--- src/hw/rtl/snr_noise_mixer_macros.svh ---
// Assertion macros shared by the noise mixer RTL.
`ifndef SNR_NOISE_MIXER_MACROS_SVH
`define SNR_NOISE_MIXER_MACROS_SVH
`ifndef SYNTHESIS
`define SNR_ASSERT(lbl, prop, msg) \
  lbl: assert property (@(posedge clk_i) disable iff (!rst_ni) prop) else $error(msg);
`define SNR_ASSERT_ALWAYS(lbl, prop, msg) \
  lbl: assert property (@(posedge clk_i) prop) else $error(msg);
`else
`define SNR_ASSERT(lbl, prop, msg)
`define SNR_ASSERT_ALWAYS(lbl, prop, msg)
`endif
`endif

--- src/hw/rtl/snr_pkg.sv ---
// Types, constants and tables of the noise mixer.
`timescale 1ns / 1ps
package snr_pkg;

  localparam int FracBits  = 16;
  localparam int AccW      = 51;
  localparam int KW        = 88;
  localparam int TW        = 154;
  localparam int RhsW      = 106;
  localparam int FifoDepth = 4;
  localparam int PtrW      = $clog2(FifoDepth);
  localparam int CntW      = $clog2(FifoDepth + 1);

  localparam logic OP_MEASURE = 1'b0;
  localparam logic OP_MIX     = 1'b1;

  localparam logic [1:0] CFG_SNR_DB    = 2'd0;
  localparam logic [1:0] CFG_NOISE_ENA = 2'd1;

  localparam logic signed [6:0] SNR_MIN   = -7'sd10;
  localparam logic signed [6:0] SNR_MAX   = 7'sd40;
  localparam logic signed [6:0] SNR_RESET = 7'sd10;

  typedef struct packed {
    logic               opcode;
    logic signed [15:0] signal_sample;
    logic signed [15:0] noise_sample;
    logic               last;
  } in_word_t;

  typedef struct packed {
    logic signed [15:0] mixed_sample;
    logic               clipped;
    logic               last_out;
  } out_word_t;

  typedef struct packed {
    logic            start;
    logic [AccW-1:0] es;
    logic [AccW-1:0] en;
  } gain_req_t;

  typedef struct packed {
    logic pop;
    logic out_load;
    logic gain_busy;
  } back_stat_t;

  function automatic logic [19:0] pow_tab(input logic [3:0] idx);
    logic [19:0] v;
    case (idx)
      4'd0:    v = 20'd65536;
      4'd1:    v = 20'd82505;
      4'd2:    v = 20'd103868;
      4'd3:    v = 20'd130762;
      4'd4:    v = 20'd164619;
      4'd5:    v = 20'd207243;
      4'd6:    v = 20'd260904;
      4'd7:    v = 20'd328458;
      4'd8:    v = 20'd413504;
      4'd9:    v = 20'd520571;
      default: v = 20'd65536;
    endcase
    return v;
  endfunction

endpackage

--- src/hw/rtl/snr_fifo.sv ---
// Short queue that decouples the input side from the processing back end.
`timescale 1ns / 1ps
module snr_fifo
  import snr_pkg::*;
(
  input  logic     clk_i,
  input  logic     rst_ni,
  input  logic     in_valid_i,
  output logic     in_stall_o,
  input  in_word_t in_i,
  output logic     deq_valid_o,
  output in_word_t deq_word_o,
  input  logic     deq_pop_i
);

  in_word_t             mem_q [FifoDepth];
  logic     [PtrW-1:0]  wr_q, wr_d, rd_q, rd_d;
  logic     [CntW-1:0]  cnt_q, cnt_d;
  logic                 push;

  assign in_stall_o  = (cnt_q == CntW'(FifoDepth));
  assign push        = in_valid_i && !in_stall_o;
  assign deq_valid_o = (cnt_q != '0);
  assign deq_word_o  = mem_q[rd_q];

  always_comb begin
    wr_d  = push ? wr_q + 1'b1 : wr_q;
    rd_d  = deq_pop_i ? rd_q + 1'b1 : rd_q;
    cnt_d = cnt_q + CntW'(push) - CntW'(deq_pop_i);
  end

  always_ff @(posedge clk_i or negedge rst_ni) begin
    if (!rst_ni) begin
      wr_q  <= '0;
      rd_q  <= '0;
      cnt_q <= '0;
    end else begin
      wr_q  <= wr_d;
      rd_q  <= rd_d;
      cnt_q <= cnt_d;
    end
  end

  always_ff @(posedge clk_i) begin
    if (push) begin
      mem_q[wr_q] <= in_i;
    end
  end

endmodule

--- config.mk ---
export PLATFORM = sky130hd
export DESIGN_NAME = snr_fifo
export DESIGN_NICKNAME = d
export VERILOG_FILES = /design/src/hw/rtl/snr_noise_mixer_macros.svh /design/src/hw/rtl/snr_pkg.sv /design/src/hw/rtl/snr_fifo.sv
export SDC_FILE = /design/constraint.sdc
export NUM_CORES = 1
export LEC_CHECK = 0
export BUFFER_PORTS_ARGS = -buffer_cell sky130_fd_sc_hd__buf_2
export CAP_MARGIN = 40
export CORE_MARGIN = 2
export CORE_UTILIZATION = 49
export DETAILED_ROUTE_END_ITERATION = 8
export HOLD_SLACK_MARGIN = 0.06
export MAX_ROUTING_LAYER = met4
export PLACE_DENSITY = 0.66
export RECOVER_POWER = 100
export SETUP_SLACK_MARGIN = 0.2
export SLEW_MARGIN = 20
export SYNTH_ARGS = -nofsm -noshare
export SYNTH_HDL_FRONTEND = slang
export SYNTH_SLANG_ARGS = --single-unit
--- constraint.sdc ---
create_clock -name clk_i -period 6 [get_ports clk_i]
set_input_delay 0.3 -clock clk_i [delete_from_list [all_inputs] [get_ports clk_i]]
set_output_delay 0.3 -clock clk_i [all_outputs]
set_load 0.01 [all_outputs]
Yosys cells after proc, flatten, opt, wreduce, memory -nomap -nowiden:

Memory sizes are Yosys's and may differ from the RTL's.
Cells that the tools add are included.

* memories: 1
* RAM bits: 136
* logic and storage cells: 14
* bits of input ports: 38
* bits in registers: 7

Memories
* mem_q: depth 4, bits a word 34, read ports 1, clocked after Yosys merged registers in 0, wr ports 1, RTL line snr_fifo.sv:16 `in_word_t mem_q [FifoDepth];`

* reductions and logical operators: 3
* multiplexer cells: 2
* eq/ne operators: 1
* add/subtract/negate cells: 4

Operator list (number)
* adder 2 x 1 -> 2 bit (second input constant): 2
* adder 3 x 1 -> 3 bit: 1
* equality test 3 bit (second input constant): 1
* nonzero test 3 bit: 1
* subtractor 3 x 1 -> 3 bit: 1
* 2-to-1 mux 1 bit: 2
* logical AND 1 bit: 1
* logical NOT 1 bit: 1

Depth between registers and ports, before layout:

* depth in word-level cells: 5
* mapped depth: 7
* mapped depth without buffers: 7

Worst setup path after synthesis:

Ideal clock, no wire load.

* path kind: register -> register
* start: register cnt_q[2]
* end: memory mem_q[0][0] in the netlist's numbering (enable)
* cell stages (with the launch flop): 3
* slack: 2.340 ns
* arrival time: 3.185 ns
* path buffers: 0
* data required time: 5.525 ns
* setup time: 0.475 ns
* cells stage by stage: dfrtp_1 -> nor3b_2 -> nor3b_1

* word-level cells in the longest chain between the ends: 5

Ends and longest elaborated chain
* start: declaration: RTL line snr_fifo.sv:18 `logic [CntW-1:0] cnt_q, cnt_d;`
* start signal: assignment: RTL line snr_fifo.sv:40 `cnt_q <= cnt_d;`
* equality test 3 bit: RTL line snr_fifo.sv:21 `assign in_stall_o = (cnt_q == CntW'(FifoDepth));`
* via in_stall_o: RTL line snr_fifo.sv:9 `output logic in_stall_o,`
* logical NOT 1 bit: RTL line snr_fifo.sv:22 `assign push = in_valid_i && !in_stall_o;`
* logical AND 1 bit: RTL line snr_fifo.sv:22
* 2-to-1 mux 1 bit: RTL line snr_fifo.sv:45 `if (push) begin`
* 2-to-1 mux 1 bit (not written as such): RTL line snr_fifo.sv:46 `mem_q[wr_q] <= in_i;`
* end: declaration: RTL line snr_fifo.sv:16

The timed path passes the listed nets, and every way through them passes these cells.

Worst setup path after layout:

* start: register cnt_q[2]
* end: memory mem_q[2][13] in the netlist's numbering (enable)

* word-level cells in the longest chain between the ends: 5

Ends and longest elaborated chain (RTL line)
* equality test 3 bit: snr_fifo.sv:21
* logical NOT 1 bit: snr_fifo.sv:22
* logical AND 1 bit: snr_fifo.sv:22
* 2-to-1 mux 1 bit: snr_fifo.sv:45
* 2-to-1 mux 1 bit (not written as such): snr_fifo.sv:46

Every way passes these cells.

==> impl_metrics.json <==
{
  "outcome": "finished with violations",
  "violations": "capacitance limit, slew limit",
  "final_util_pct": 62.7,
  "max-cap-violations": 3,
  "grt_pass1_wl_um": 14300,
  "yosysSeqAreaShare_pct": 78.5,
  "setup_viol": 0,
  "critPathMaxFanout": 30,
  "nets": 391,
  "worst_slew_pin_slew_ps": 2250,
  "clockBufferDepth": 2,
  "synth_area_per_cell_um2": 24.6,
  "layout_worst_path_cycle_share_pct": 53.9,
  "crit_chain": "nor3b_1 -> nor3b_1 -> clkbuf_1",
  "power.total_w": 0.00334,
  "cts_resized": 0,
  "finalMaxSlewViolations": 101,
  "hold_slack_ps": 119,
  "grt_antenna_before_repair": 1,
  "synth_top_cell_by_area": "edfxtp_1",
  "crit_path_top_delay_cell": "clkbuf_1",
  "timing.rr.end": "mem_q[2][13]",
  "crit_top_cell": "nor3b_1",
  "drtIter0Drc": 194,
  "synth_compound_area_share_pct": 0.415,
  "cp-start-kind": "register",
  "max_slew_margin_pct": -50.0,
  "tritoncts": "built",
  "dp_hpwl_um": 5400,
  "wl_per_cell_um": 18.5,
  "cts_max_level": 4,
  "crit_path_end_kind": "register",
  "synthSimpleGateAreaFrac_pct": 2.31,
  "synth.top_cell.area_share_pct": 75.3,
  "cp-endpoint": "mem_q[2][13]",
  "drtPass1Iterations": 4,
  "drc": 0,
  "synth_nets": 264,
  "core_um2": 10800,
  "vdd.ir_drop.worst_mv": 0.260,
  "setup_tns_ps": 0,
  "synth_cells": 220,
  "grt-ovfl-total": 0,
  "start_util_pct": 50.0,
  "leakagePower_nw": 2.25,
  "wirelength_um": 9270,
  "r2r_start": "cnt_q[2]",
  "timing.reg2reg.setup_slack_ps": 2770,
  "synth_fa_ha_area_share_pct": 1.52,
  "p_per_area_nw_per_um2": 491,
  "dieWidth_um": 109,
  "rows": 38,
  "grt_pass1_vias": 2709,
  "period_needed_ps": 3230,
  "numPortBuffers": 73,
  "required_ps": 6090,
  "cts_setup_buffers": 0,
  "cp.arrival_ps": 3320,
  "grt_max_degree": 35,
  "vias": 2621,
  "yosys_warnings": 0,
  "finClkSkew_ps": 5.38,
  "clk_latency_ps": 500,
  "cts_buffers": 17,
  "viasPerCell": 5.23,
  "muxShareOfSynthArea_pct": 14.5,
  "hold_viol": 0,
  "reg2reg_depth": 3,
  "min_path_type": "in -> reg",
  "drive_gt1_share_pct": 17.5,
  "place.gp.congestion": 0.721,
  "synth_area_um2": 5420,
  "crit_start": "cnt_q[2]",
  "grt.total_usage_pct": 17.5,
  "synth-xor-area-share_pct": 0.646,
  "ys_top_cells_by_area": "edfxtp_1 75%, mux4_2 12%, dfrtp_1 3.2%",
  "synth_top_family_by_area": "multiplexers",
  "chipHeight_um": 109,
  "syn_to_final_growth_pct": 25.4,
  "worst-setup-path-type": "reg -> reg",
  "synth_seq_cells": 143,
  "postRouteAntennaNets": 0,
  "cts_root_buf": "clkbuf_8",
  "synth.distinct_cells": 19,
  "dieArea_um2": 11900,
  "rsz0062_at_grt": "false",
  "max_freq_ghz": 0.309,
  "ios": 74,
  "clk_pin_slew_ps": 60,
  "cpPeakStageDelay_ps": 1460,
  "cts.sinks": 143
}
-- cell usage in the layout, fill, tap and decap left out --
cell type | netlist | final
mux4_2 | 28 | 28
or3_1 | 1 | 1
clkinv_4 | 0 | 1
nor3b_2 | 1 | 2
buf_4 | 0 | 1
nand4bb_1 | 3 | 3
clkinv_2 | 0 | 4
clkbuf_8 | 0 | 1
inv_1 | 5 | 5
nor3b_1 | 4 | 3
xnor2_1 | 3 | 3
mux4_1 | 6 | 6
bufinv_16 | 0 | 5
xor2_1 | 1 | 1
o211ai_1 | 3 | 3
ha_1 | 5 | 5
nand2_1 | 3 | 3
clkinvlp_4 | 0 | 1
dlygate4sd3_1 | 0 | 36
nand2b_1 | 5 | 5
dfrtp_1 | 7 | 7
diode_2 | 0 | 1
edfxtp_1 | 136 | 136
clkbuf_16 | 0 | 16
fa_1 | 1 | 1
buf_2 | 4 | 4
clkbuf_1 | 0 | 77
clkinv_1 | 0 | 2
-- critical path: cells and delay by family, from the launching register on --
| kind | cells | cell delay, ps |
|---|---|---|
| AND/OR/NAND/NOR | 2 | 890 |
| buffers and inverters | 1 | 1460 |
| flip-flops | 1 | 440 |
-- cell type report --
type,count,area [µm²]
Sequential cell,143,4260
Clock buffer,19,422
Antenna cell,1,2.50
Multi-Input combinational cell,64,1060
Timing Repair Buffer,116,669
Fill cell,769,4040
Clock inverter,13,194
Inverter,5,18.8
Tap cell,140,175
-- per-stage QoR --
| step | instances | setup WS [ps] | area (µm²) |
|---|---|---|---|
| after floorplan | 220 | 2340 | 5420 |
| after global placement | 431 | 3870 | 5940 |
| after detailed placement | 432 | 3870 | 5970 |
| after CTS | 500 | 3310 | 6940 |
| after global routing | 501 | 2500 | 6800 |
| final | 501 | 2770 | 6800 |
-- cell families (layout without fill, tap and decap cells) --
logic type	Yosys count	after routing
DFF	143	143
muxes	34	34
and+or+nand+nor	17	17
buffers and inverters	13	153
adders and majority gates	6	6
xor gates and xnor gates	4	4
AOI/OAI and AO/OA	3	3
other	0	1
-- power by group --
| part | internal [W] | leakage [nW] | total, W | switching [W] |
|---|---|---|---|---|
| Clock | 0.000711 | 0.300 | 0.00108 | 0.000366 |
| Combinational | 0.000383 | 0.624 | 0.000840 | 0.000457 |
| Sequential | 0.00133 | 1.33 | 0.00142 | 0.0000898 |
| Total | 0.00243 | 2.25 | 0.00334 | 0.000913 |
-- layer usage --
layer	wire, µm	part of all wire [%]	track usage, %	vias up
li1	-	-	-	1188
met4	82	0.88	5.42	0
met2	4640	50	26.7	75
met5	0	0	-	-
met1	4000	43	22.6	1350
met3	546	5.9	5.98	8
-- synth_stat cells (all sizes together) --
master	count
buf	8
dfrtp	7
edfxtp	136
fa	1
ha	5
inv	5
mux4	34
nand2	3
nand2b	5
nand4bb	3
nor3b	5
o211ai	3
or3	1
xnor2	3
xor2	1
-- state kept, by name, indices dropped and copies added, names as in the netlist --
register  flops
cnt_q         3
mem_q       136
rd_q          2
wr_q          2
-- worst min-delay path by stage --
stage	slack, ps	to	cells past startpoint	startpoint
detailed placement	150	wr_q[0]	1	rst_ni
floorplan	4	cnt_q[0]	0	rst_ni
finish	120	wr_q[1]	3	in_valid_i
global placement	150	wr_q[0]	1	rst_ni
global route	110	wr_q[1]	3	in_valid_i
CTS	90	wr_q[1]	3	in_valid_i
-- repair_timing --
action	in CTS	in global routing
setup endpoints to repair	0	0
hold endpoints to repair	144	0
hold buffers	36	0
Power figures use the tool's default switching activity.
